$ cat src/design/stop_bit_field_decoder_macros.svh
// Shared assertion macros for the stop-bit decoder
`ifndef STOP_BIT_FIELD_DECODER_MACROS_SVH
`define STOP_BIT_FIELD_DECODER_MACROS_SVH

// Condition that must hold on every enabled clock edge
`define SBFD_ASSERT_ALWAYS(label, clk, rst_n, cond, msg) \
	label: assert property (@(posedge clk) disable iff (!rst_n) (cond)) else $error(msg);

// Antecedent implies the consequent in the same cycle
`define SBFD_ASSERT_IMPL(label, clk, rst_n, ante, cons, msg) \
	label: assert property (@(posedge clk) disable iff (!rst_n) (ante) |-> (cons)) else $error(msg);

// Antecedent implies the consequent in the following cycle
`define SBFD_ASSERT_NEXT(label, clk, rst_n, ante, cons, msg) \
	label: assert property (@(posedge clk) disable iff (!rst_n) (ante) |=> (cons)) else $error(msg);

`endif

$ cat src/design/sbfd_pkg.sv
package sbfd_pkg;

	typedef enum logic [2:0] {
		TY_U32  = 3'd0,
		TY_I32  = 3'd1,
		TY_U64  = 3'd2,
		TY_I64  = 3'd3,
		TY_DEC  = 3'd4,
		TY_MANT = 3'd5,
		TY_STR  = 3'd6,
		TY_SKIP = 3'd7
	} sbfd_type_t;

	typedef enum logic [1:0] {
		KIND_INT = 2'd0,
		KIND_DEC = 2'd1,
		KIND_STR = 2'd2
	} sbfd_kind_t;

	typedef enum logic [1:0] {
		ERR_NONE = 2'd0,
		ERR_EXP  = 2'd1,
		ERR_OVF  = 2'd2
	} sbfd_err_t;

	localparam logic [4:0] COUNT_MAX = 5'd20;

	// One classified stream byte as it sits in the queue
	typedef struct packed {
		logic       stop;
		logic [6:0] payload;
		sbfd_type_t req;
	} sbfd_item_t;

	typedef struct packed {
		logic [63:0] value_bits;
		logic [6:0]  exponent;
		sbfd_kind_t  result_kind;
		logic [4:0]  bytes_used;
		sbfd_err_t   error_code;
		logic        last_of_field;
	} sbfd_result_t;

endpackage

$ cat src/design/stop_bit_field_decoder.sv
// Channel  | Dir | tdata (low bit up)                                        | tuser       | tlast
// s_       | in  | data_byte[7:0]                                            | req_type    | -
// m_       | out | value_bits[63:0] exponent[70:64] bytes_used[75:71]        | result_kind | last_of_field
//          |     | error_code[77:76] zero[79:78]                             |             |
// One byte is taken per cycle while s_tready is high; a byte that ends a result passes the queue and then the
// output register before m_tvalid rises. Each byte passes a QUEUE_DEPTH-entry queue and one decode step that
// updates the accumulator. s_tready drops only when the queue is full, so the queue absorbs a stalled m_ side.
// The output register frees as it is taken, so m_tready held high keeps one byte per cycle.
// arst_n clears the queue, the field state and the output valid; no clearing pass is needed.
module stop_bit_field_decoder #(
	parameter int QUEUE_DEPTH = 4
) (
	input  logic        clk,
	input  logic        arst_n,
	input  logic        s_tvalid,
	output logic        s_tready,
	input  logic [7:0]  s_tdata,   // data_byte
	input  logic [2:0]  s_tuser,   // req_type
	output logic        m_tvalid,
	input  logic        m_tready,
	output logic [79:0] m_tdata,   // value_bits, exponent, bytes_used, error_code, zero pad
	output logic [1:0]  m_tuser,   // result_kind
	output logic        m_tlast    // last_of_field
);
	import sbfd_pkg::*;

	logic         q_valid;
	logic         q_pop;
	sbfd_item_t   q_item;
	sbfd_result_t res;

	sbfd_front #(
		.QUEUE_DEPTH(QUEUE_DEPTH)
	) u_front (
		.clk     (clk),
		.arst_n  (arst_n),
		.in_valid(s_tvalid),
		.in_ready(s_tready),
		.in_byte (s_tdata),
		.in_req  (s_tuser),
		.q_valid (q_valid),
		.q_pop   (q_pop),
		.q_item  (q_item)
	);

	sbfd_back u_back (
		.clk      (clk),
		.arst_n   (arst_n),
		.q_valid  (q_valid),
		.q_pop    (q_pop),
		.q_item   (q_item),
		.out_valid(m_tvalid),
		.out_ready(m_tready),
		.out_res  (res)
	);

	assign m_tdata = {2'b00, res.error_code, res.bytes_used, res.exponent, res.value_bits};
	assign m_tuser = res.result_kind;
	assign m_tlast = res.last_of_field;

endmodule

$ cat src/design/sbfd_front.sv
module sbfd_front #(
	parameter int QUEUE_DEPTH = 4
) (
	input  logic              clk,
	input  logic              arst_n,
	input  logic              in_valid,
	output logic              in_ready,
	input  logic [7:0]        in_byte,
	input  logic [2:0]        in_req,
	output logic              q_valid,
	input  logic              q_pop,
	output sbfd_pkg::sbfd_item_t q_item
);
	import sbfd_pkg::*;
	`include "stop_bit_field_decoder_macros.svh"

	localparam int PTR_W = (QUEUE_DEPTH > 1) ? $clog2(QUEUE_DEPTH) : 1;
	localparam int CNT_W = $clog2(QUEUE_DEPTH + 1);
	localparam logic [PTR_W-1:0] PTR_LAST = PTR_W'(QUEUE_DEPTH - 1);
	localparam logic [CNT_W-1:0] CNT_FULL = CNT_W'(QUEUE_DEPTH);

	sbfd_item_t       store_q [QUEUE_DEPTH];
	logic [PTR_W-1:0] wr_ptr_q;
	logic [PTR_W-1:0] rd_ptr_q;
	logic [CNT_W-1:0] count_q;
	sbfd_item_t       item;
	logic             push;
	logic             pop;

	// Split the byte into stop mark and payload, and tag the request type
	always_comb begin
		item.stop    = in_byte[7];
		item.payload = in_byte[6:0];
		item.req     = sbfd_type_t'(in_req);
	end

	assign in_ready = (count_q != CNT_FULL);
	assign push     = in_valid && in_ready;
	assign q_valid  = (count_q != '0);
	assign pop      = q_pop && q_valid;
	assign q_item   = store_q[rd_ptr_q];

	always_ff @(posedge clk) begin
		if (push) begin
			store_q[wr_ptr_q] <= item;
		end
	end

	always_ff @(posedge clk or negedge arst_n) begin
		if (!arst_n) begin
			wr_ptr_q <= '0;
			rd_ptr_q <= '0;
			count_q  <= '0;
		end else begin
			if (push) begin
				wr_ptr_q <= (wr_ptr_q == PTR_LAST) ? '0 : wr_ptr_q + 1'b1;
			end
			if (pop) begin
				rd_ptr_q <= (rd_ptr_q == PTR_LAST) ? '0 : rd_ptr_q + 1'b1;
			end
			if (push && !pop) begin
				count_q <= count_q + 1'b1;
			end else if (pop && !push) begin
				count_q <= count_q - 1'b1;
			end
		end
	end

	`SBFD_ASSERT_ALWAYS(a_count_bound, clk, arst_n, count_q <= CNT_FULL, "queue count past depth")
	`SBFD_ASSERT_IMPL(a_ptr_match, clk, arst_n, count_q == '0, wr_ptr_q == rd_ptr_q, "empty queue with split pointers")
	`SBFD_ASSERT_NEXT(a_fill, clk, arst_n, push && !pop, count_q != '0, "push lost")

endmodule

$ cat src/design/sbfd_back.sv
module sbfd_back (
	input  logic                   clk,
	input  logic                   arst_n,
	input  logic                   q_valid,
	output logic                   q_pop,
	input  sbfd_pkg::sbfd_item_t   q_item,
	output logic                   out_valid,
	input  logic                   out_ready,
	output sbfd_pkg::sbfd_result_t out_res
);
	import sbfd_pkg::*;
	`include "stop_bit_field_decoder_macros.svh"

	logic [63:0]  acc_q;
	logic [4:0]   cnt_q;
	logic         open_q;
	sbfd_type_t   type_q;
	logic         mant_q;
	logic [6:0]   exp_q;
	logic         start_q;
	logic         ovf_q;
	logic         valid_s1;
	sbfd_result_t res_s1;

	logic [63:0]  acc_n;
	logic [4:0]   cnt_n;
	logic         open_n;
	sbfd_type_t   type_n;
	logic         mant_n;
	logic [6:0]   exp_n;
	logic         start_n;
	logic         ovf_n;
	logic         emit;
	sbfd_result_t res_n;

	assign q_pop     = q_valid && (!valid_s1 || out_ready);
	assign out_valid = valid_s1;
	assign out_res   = res_s1;

	always_comb begin
		logic        w32;
		logic        sgn;
		logic        mant_c;
		logic        start_c;
		logic        ovf_c;
		logic [63:0] acc_c;
		logic [63:0] shifted;
		logic        in_range;

		acc_n   = acc_q;
		cnt_n   = cnt_q;
		open_n  = open_q;
		type_n  = type_q;
		mant_n  = mant_q;
		exp_n   = exp_q;
		start_n = start_q;
		ovf_n   = ovf_q;
		emit    = 1'b0;
		res_n   = '0;
		w32     = 1'b0;
		sgn     = 1'b0;
		shifted = '0;
		in_range = 1'b0;
		mant_c  = mant_q;
		start_c = start_q;
		ovf_c   = ovf_q;
		acc_c   = acc_q;

		if (q_pop && (open_q || q_item.req != TY_SKIP)) begin
			// Open a new field on its first byte
			if (!open_q) begin
				type_n  = q_item.req;
				cnt_n   = '0;
				exp_n   = '0;
				mant_c  = 1'b0;
				start_c = 1'b1;
				ovf_c   = 1'b0;
				acc_c   = '0;
			end
			open_n  = 1'b1;
			mant_n  = mant_c;
			start_n = start_c;
			ovf_n   = ovf_c;
			acc_n   = acc_c;
			if (cnt_n < COUNT_MAX) begin
				cnt_n = cnt_n + 1'b1;
			end

			if (type_n == TY_STR) begin
				emit                = 1'b1;
				res_n.value_bits    = {57'd0, q_item.payload};
				res_n.result_kind   = KIND_STR;
				res_n.bytes_used    = cnt_n;
				res_n.error_code    = ERR_NONE;
				res_n.last_of_field = q_item.stop;
				if (q_item.stop) begin
					open_n  = 1'b0;
					mant_n  = 1'b0;
					start_n = 1'b0;
					ovf_n   = 1'b0;
					acc_n   = '0;
				end
			end else begin
				w32 = (type_n == TY_U32) || (type_n == TY_I32) ||
					(type_n == TY_DEC && !mant_c);
				sgn = (type_n != TY_U32) && (type_n != TY_U64);

				if (start_c) begin
					acc_n   = {{57{sgn && q_item.payload[6]}}, q_item.payload};
					start_n = 1'b0;
				end else begin
					// Flag bits that would be pushed out of the type's width
					if (sgn) begin
						if (w32) begin
							if (acc_c[63:24] != '0 && acc_c[63:24] != '1) ovf_n = 1'b1;
						end else begin
							if (acc_c[63:56] != '0 && acc_c[63:56] != '1) ovf_n = 1'b1;
						end
					end else begin
						if (w32) begin
							if (acc_c[63:25] != '0) ovf_n = 1'b1;
						end else begin
							if (acc_c[63:57] != '0) ovf_n = 1'b1;
						end
					end
					shifted = {acc_c[56:0], q_item.payload};
					if (w32) begin
						acc_n = {{32{sgn && shifted[31]}}, shifted[31:0]};
					end else begin
						acc_n = shifted;
					end
				end

				if (q_item.stop) begin
					in_range = !ovf_n && ((acc_n[63:6] == '0) ||
						(acc_n[63:6] == '1 && acc_n[5:0] != '0));
					if (type_n == TY_DEC && !mant_c) begin
						if (!in_range) begin
							emit                = 1'b1;
							res_n.result_kind   = KIND_DEC;
							res_n.bytes_used    = cnt_n;
							res_n.error_code    = ERR_EXP;
							res_n.last_of_field = 1'b1;
							open_n  = 1'b0;
							mant_n  = 1'b0;
							start_n = 1'b0;
							ovf_n   = 1'b0;
							acc_n   = '0;
						end else begin
							// Hold the exponent and start the mantissa
							exp_n   = acc_n[6:0];
							mant_n  = 1'b1;
							start_n = 1'b1;
							ovf_n   = 1'b0;
							acc_n   = '0;
						end
					end else begin
						emit                = 1'b1;
						res_n.value_bits    = acc_n;
						res_n.exponent      = (type_n == TY_DEC) ? exp_n : 7'd0;
						res_n.result_kind   = (type_n == TY_DEC || type_n == TY_MANT) ?
							KIND_DEC : KIND_INT;
						res_n.bytes_used    = cnt_n;
						res_n.error_code    = ovf_n ? ERR_OVF : ERR_NONE;
						res_n.last_of_field = 1'b1;
						open_n  = 1'b0;
						mant_n  = 1'b0;
						start_n = 1'b0;
						ovf_n   = 1'b0;
						acc_n   = '0;
					end
				end
			end
		end
	end

	always_ff @(posedge clk or negedge arst_n) begin
		if (!arst_n) begin
			acc_q    <= '0;
			cnt_q    <= '0;
			open_q   <= 1'b0;
			type_q   <= TY_U32;
			mant_q   <= 1'b0;
			exp_q    <= '0;
			start_q  <= 1'b0;
			ovf_q    <= 1'b0;
			valid_s1 <= 1'b0;
		end else begin
			acc_q   <= acc_n;
			cnt_q   <= cnt_n;
			open_q  <= open_n;
			type_q  <= type_n;
			mant_q  <= mant_n;
			exp_q   <= exp_n;
			start_q <= start_n;
			ovf_q   <= ovf_n;
			if (q_pop) begin
				valid_s1 <= emit;
			end else if (out_ready) begin
				valid_s1 <= 1'b0;
			end
		end
	end

	always_ff @(posedge clk) begin
		if (q_pop && emit) begin
			res_s1 <= res_n;
		end
	end

	`SBFD_ASSERT_IMPL(a_closed_clean, clk, arst_n, !open_q, !mant_q && !ovf_q && acc_q == '0, "closed field holds state")
	`SBFD_ASSERT_IMPL(a_mid_string, clk, arst_n, valid_s1 && !res_s1.last_of_field, res_s1.result_kind == KIND_STR, "open result outside string")
	`SBFD_ASSERT_IMPL(a_exp_kind, clk, arst_n, valid_s1 && res_s1.exponent != '0, res_s1.result_kind == KIND_DEC, "exponent on non-decimal")
	`SBFD_ASSERT_IMPL(a_count_cap, clk, arst_n, valid_s1, res_s1.bytes_used != '0 && res_s1.bytes_used <= COUNT_MAX, "byte count out of range")

endmodule

$ cat config.mk
export PLATFORM = sky130hd
export DESIGN_NAME = stop_bit_field_decoder
export DESIGN_NICKNAME = d
export VERILOG_FILES = /design/src/design/sbfd_pkg.sv /design/src/design/stop_bit_field_decoder.sv /design/src/design/sbfd_front.sv /design/src/design/sbfd_back.sv
export VERILOG_INCLUDE_DIRS = /design/src /design/src/design
export SDC_FILE = /design/constraint.sdc
export NUM_CORES = 1
export LEC_CHECK = 0
export ABC_AREA = 1
export BUFFER_PORTS_ARGS = -buffer_cell sky130_fd_sc_hd__clkbuf_2
export CAP_MARGIN = 10
export CORE_MARGIN = 5
export CORE_UTILIZATION = 50
export CTS_CLUSTER_SIZE = 10
export DETAILED_ROUTE_END_ITERATION = 8
export HOLD_SLACK_MARGIN = 0.06
export PLACE_DENSITY = 0.77
export SLEW_MARGIN = 30
export SYNTH_ARGS = -nofsm -noshare
export SYNTH_HDL_FRONTEND = slang
export SYNTH_SLANG_ARGS = --single-unit
export TNS_END_PERCENT = 50
$ cat constraint.sdc
create_clock -name clk -period 5.6 [get_ports clk]
set_input_delay 0.56 -clock clk [delete_from_list [all_inputs] [get_ports clk]]
set_output_delay 0.56 -clock clk [all_outputs]
set_load 0.03 [all_outputs]
Yosys cells after proc, flatten, opt, wreduce, memory -nomap -nowiden:

Memory sizes are Yosys's and may differ from the RTL's.
Index checks and enable logic that the tools add are counted.

* $add $sub $neg: 5
* bitwise operators: 3
* mux-type cells: 70
* reduce and logical (&&, ||, !) cells: 40
* order comparisons: 1
* eq/ne operators: 12

Operators with widths (count)
* two-way mux 64 bit: 9
* == test 58 bit, second input constant: 1
* zero test 58 bit: 1
* two-way mux 7 bit: 7
* inequality test 40 bit, second input constant: 1
* nonzero test 40 bit: 1
* two-way mux 1 bit: 39
* nonzero test 39 bit: 1
* two-way mux 24 bit: 1
* two-way mux 10 bit: 2
* logical AND 1 bit: 15
* two-way mux 5 bit: 3
* two-way mux 14 bit: 1
* two-way mux 3 bit: 4
* == test 3 bit, second input constant: 3
* two-way mux 9 bit: 1
* inequality test 8 bit, second input constant: 1
* nonzero test 8 bit: 1
* nonzero test 7 bit: 1
* logical OR 1 bit: 6
* two-way mux 2 bit: 3
* inequality test 3 bit, second input constant: 2
* nonzero test 3 bit: 2
* nonzero test 6 bit: 1
* other kinds (15): 24

* output and inout bits: 85
* word-level logic and storage cells: 152
* RAM bits: 44
* bits in registers: 172
* memories: 1

Memory list
* u_front.store_q: depth 4, bits a word 11, read ports 1, clocked after memory_dff 0, write ports 1, line sbfd_front.sv:22 `sbfd_item_t store_q [QUEUE_DEPTH];`

Logic depth before layout (Yosys ltp):

* depth in word-level cells: 22
* mapped depth: 25

By module:

From an unflattened synthesis, not the netlist that was laid out.

* cells, all modules: 1260
* area, all modules: 10841.6 um^2

By module, submodules not included
* sbfd_back: cells an instance 1070, area each 8597.0 um^2, times used 1
* sbfd_front: cells an instance 187, area each 2225.9 um^2, times used 1
* stop_bit_field_decoder: cells an instance 3, area each 18.8 um^2, times used 1

Worst setup path before layout:

No wires, ideal clock.

* path kind: reg2reg
* start point: reg u_front.rd_ptr_q[0]
* end point: reg u_back.res_s1 (netlist bit u_back.out_res[0]) (enable)
* arrival time: 3.841 ns
* slack: 1.324 ns
* period minus slack after synthesis: 4.276 ns
* buffers on the path: 3
* stages on the path, launching flop included: 23
* path through: dfrtp_1 buf_4 inv_2 buf_6 nand2_1 nand3_1 nand3_2 nand2_1 nor2_2 nor2_2 nand2_4 buf_4 o21ai_1 nand2_1 nand2_1 nor2_1 nand2_1 nor2_1 nand3_1 nand2_2 nand3_2 nand3_2 inv_1

* cells in the longest elaborated chain, start to end: 20
* elaborated cells between the ends (all ways): 41
* those cells by class: eq/ne: 6; mux: 17; reduce/logical: 17; memory: 1

RTL lines
* from (decl): line sbfd_front.sv:24 `logic [PTR_W-1:0] rd_ptr_q;`
* from (signal assigned): line sbfd_front.sv:59 `rd_ptr_q <= (rd_ptr_q == PTR_LAST) ? '0 : rd_ptr_q + 1'b1;`
* memory read (4 x 11 bit) *
* two-way mux 3 bit: line sbfd_back.sv:71 `if (!open_q) begin`
* two-way mux 3 bit: line sbfd_back.sv:69 `if (q_pop && (open_q || q_item.req != TY_SKIP)) begin`
* inequality test 3 x 2 -> 1 bit (tied with other cells): line sbfd_back.sv:106 `sgn = (type_n != TY_U32) && (type_n != TY_U64);`
* logical AND 1 bit (tied with other cells): line sbfd_back.sv:106
* logical AND 1 bit or logical OR 1 bit (tied branches): line sbfd_back.sv:128, sbfd_back.sv:104
* two-way mux 64 bit: line sbfd_back.sv:127 `if (w32) begin`
* two-way mux 64 bit: line sbfd_back.sv:108 `if (start_c) begin`
* [... 4 more ...]
* logical OR 1 bit: line sbfd_back.sv:135 `in_range = !ovf_n && ((acc_n[63:6] == '0) ||`
* logical AND 1 bit: line sbfd_back.sv:135
* two-way mux 1 bit: line sbfd_back.sv:138 `if (!in_range) begin`
* two-way mux 1 bit: line sbfd_back.sv:137 `if (type_n == TY_DEC && !mant_c) begin`
* two-way mux 1 bit: line sbfd_back.sv:134 `if (q_item.stop) begin`
* two-way mux 1 bit: line sbfd_back.sv:89 `if (type_n == TY_STR) begin`
* two-way mux 1 bit *: line sbfd_back.sv:69
* logical AND 1 bit *: line sbfd_back.sv:206 `if (q_pop && emit) begin`
* to (signal assigned): line sbfd_back.sv:207 `res_s1 <= res_n;`
* to (decl): line sbfd_back.sv:23 `sbfd_result_t res_s1;`

Every way passes the cells marked *; elsewhere a longest branch is shown, timed or not. The select of a mux whose other input is x is not followed.
A chain may end at the register's enable or synchronous reset.

Worst setup path after layout:

* start point: reg u_front.rd_ptr_q[0]
* end point: reg u_back.res_s1 (netlist bit u_back.out_res[38]) (enable)

The elaborated chain is that of the path after synthesis.

==> results by group <==
Floorplan
  – Width of the die: 158.2 um
  – FP Rows: 54
  – Die height: 158.2 um
  – I/O Pins: 100
  – Core ar.: 21690 um2
  – Initial Util: 0.5062
  – Die area: 25020 um2

Timing
  – RSZ-0062 raised after global routing: false
  – Fin Setup TNS: 0 ns
  – Period minus WS final: 4.636 ns
  – Worst Max-Slew Pin Slew: 0.9101 ns
  – Clk_skew: 0.01283 ns
  – Final hold vios: 0
  – F_max: 215.7 MHz
  – Slew headroom: 0.3918
  – Setup-failing EPs final: 0
  – Tcrit/Tclk final: 0.8279
  – Slew Limit Fails: 0

Setup path
  – CP cell instances: inv_2, nand2_1, nand3_1, nand2_1, nor2_1, o21ai_4, buf_4, o21ai_0, nand2_1, nor2_1, nand2_1, nor2_1, nand3_1, nor2_1, nand3_2, nand2_2, nand3_2, nand3_2, clkinv_2, buf_4
  – Crit Path Max Fanout: 50
  – Crit Path Category: flop to flop
  – Arrival time at the worst endpoint: 4.79 ns
  – CP startpoint kind: flop
  – R2r worst-path depth: 20
  – Worst EP required: 5.75 ns
  – Slowest stage delay, CP: 0.87 ns
  – CP Capture Type: flop
  – CP max-delay cell: dfrtp_1

Clock tree
  – Total number of H-tree levels: 1
  – CTS Sinks: 216
  – Clk_lat worst skew: 0.52 ns
  – CTS tree: done
  – Total CTS buffers: 25
  – Reg clk slew, reported paths: 0.06 ns
  – Max clock buf depth: 3
  – Hold Buf Count CTS: 1
  – Post-CTS Resized: 0
  – CTS root buffer: clkbuf_16
  – Post-CTS setup buffers: 0

Synth
  – Synth Flop Type: edfxtp_1
  – Syn avg cell area: 8.490 um2
  – Ys async rst share: 0.4213
  – Mapped cell area: 10980 um2
  – Post-synth EDFFs: 125
  – Yosys reg bits: 216
  – Yosys cell types: 46
  – Seq/Total Area, Yosys: 0.5494
  – Synth Warn #: 0
  – Syn Inst Count: 1293

Placed design
  – Port Buffers: 97
  – DP Wirelength: 18560 um
  – GP Congestion: 0.9645

Cells and area
  – Final #Nets: 1377
  – Diode count: 0
  – Share of cells above drive strength 1: 0.1246
  – Layout area overhead: 12.38%

GRT
  – Largest net degree at the start of global routing: 79
  – Tot GR Track Use: 0.2232
  – Vias in the first global route: 8803
  – Total grt overflow: 0
  – First-pass GRT wire length: 45440 um
  – Initial antenna violation count: 0

Routing
  – Routed len/inst: 16.95 um
  – First-pass DRT Iterations: 6
  – Drt total wl: 28000 um
  – Vias per inst: 5.692
  – Final ANT Viol Nets: 0
  – DRC errors left: 0
  – First DRT Iteration DRCs: 987
  – Via count: 9403

Min path
  – Worst hold stages: 2
  – Worst hold path type: input pin to flop

Run status
  – Status: finished, final reports clean

Job
  – Max Cap Viol: 0
## worst paths after layout
kind | slack (ns) | start | endpoint
max | 0.96 | u_front.rd_ptr_q[0]$_DFFE_PN0P_ | u_back.out_res[38]$_SDFFCE_PP0P_
min | 0.25 | m_tready | u_back.out_valid$_DFFE_PN0P_
max reg2reg | 0.96 | u_front.rd_ptr_q[0]$_DFFE_PN0P_ | u_back.out_res[38]$_SDFFCE_PP0P_
min reg2reg | 0.48 | u_back.exp_q[0]$_DFFE_PN0P_ | u_back.exp_q[0]$_DFFE_PN0P_
max in group asynchronous | 4.14 | arst_n | u_back.open_q$_DFFE_PN0P_
min in group asynchronous | 0.45 | arst_n | u_back.out_valid$_DFFE_PN0P_
## cells by family (layout without fill, tap and decap cells)
group | after synthesis | in the layout | share of synthesized area
AOI/OAI and AO/OA | 224 | 224 | 0.1204
DFF | 216 | 216 | 0.5493
muxes | 1 | 1 | 0.0009118
and+or+nand+nor | 645 | 645 | 0.2431
adders and majority gates | 8 | 8 | 0.009801
buffers and inverters | 194 | 272 | 0.07294
other | 1 | 2 | 0.0003416
xor gates and xnor gates | 4 | 4 | 0.003192
## cell usage after synthesis (all sizes together), types with 12 or more instances
library cell,number,area [um2]
dfrtp,91,2277
nand4,23,158.9
buf,41,226.5
nand3,58,327.8
inv,114,427.9
o21ai,103,519.3
edfxtp,125,3754
nand2,415,1573
nor2,127,484.2
clkbuf,38,142.6
a21oi,69,371.6
a32o,22,220.2
nor3,12,60.06
## area by class of cell
class	count	area [um2]
clock inverter	1	8.758
fill	1883	9351
clock buffer	44	696.9
multi-input combinational	884	4197
timing repair buffer	112	619.3
tap	280	350.3
inverter	115	432.9
sequential	216	6032
## registers in the layout, indices dropped and copies added, names as in the netlist
signal            count
u_back.start_q        1
u_back.mant_q         1
u_front.count_q       3
u_back.acc_q         64
u_front.wr_ptr_q      2
u_back.type_q         3
u_back.out_valid      1
u_back.open_q         1
u_back.out_res       81
u_back.exp_q          7
u_back.ovf_q          1
u_back.cnt_q          5
u_front.store_q      44
u_front.rd_ptr_q      2
## critical path: cells and delay by family, from the launching register on
family          cells  cell delay (ns)
compound gates      2             0.39
buf+inv             4             1.30
flops               1             0.87
simple gates       14             1.62
## per-stage QoR
stage / hold WS (ns) / setup slack (ns) / cells / area, um2 / utilization
floorplan: 0.2644 / 1.324 / 1294 / 10980 / -
global placement: 0.4273 / 1.164 / 1606 / 11600 / 0.5350
detailed placement: 0.4292 / 1.068 / 1606 / 11620 / 0.5358
CTS: 0.2391 / 1.047 / 1652 / 12340 / 0.5688
global route: 0.2447 / 0.5528 / 1652 / 12340 / 0.5688
finish: 0.2533 / 0.9637 / 1652 / 12340 / 0.5688
## placed cells by master (no fill, tap or decap), drive strengths merged, types with 12 or more instances in the layout
cell | synthesis | final
nand2 | 415 | 415
clkbuf | 38 | 140
nor2 | 127 | 127
edfxtp | 125 | 125
inv | 114 | 114
o21ai | 103 | 103
dfrtp | 91 | 91
a21oi | 69 | 69
nand3 | 58 | 58
nand4 | 23 | 23
a32o | 22 | 22
buf | 41 | 15
nor3 | 12 | 12
## layer usage
metal | GRT usage | vias up | routed length (um)
met5 | 0 | - | 0
met4 | 0.06580 | 0 | 743
met3 | 0.03116 | 61 | 2597
met2 | 0.3495 | 465 | 12620
met1 | 0.3264 | 4446 | 12040
li1 | - | 4431 | -
Power is not shown: default switching activity piles up to over one toggle a cycle in this logic, so the estimate is an artifact.
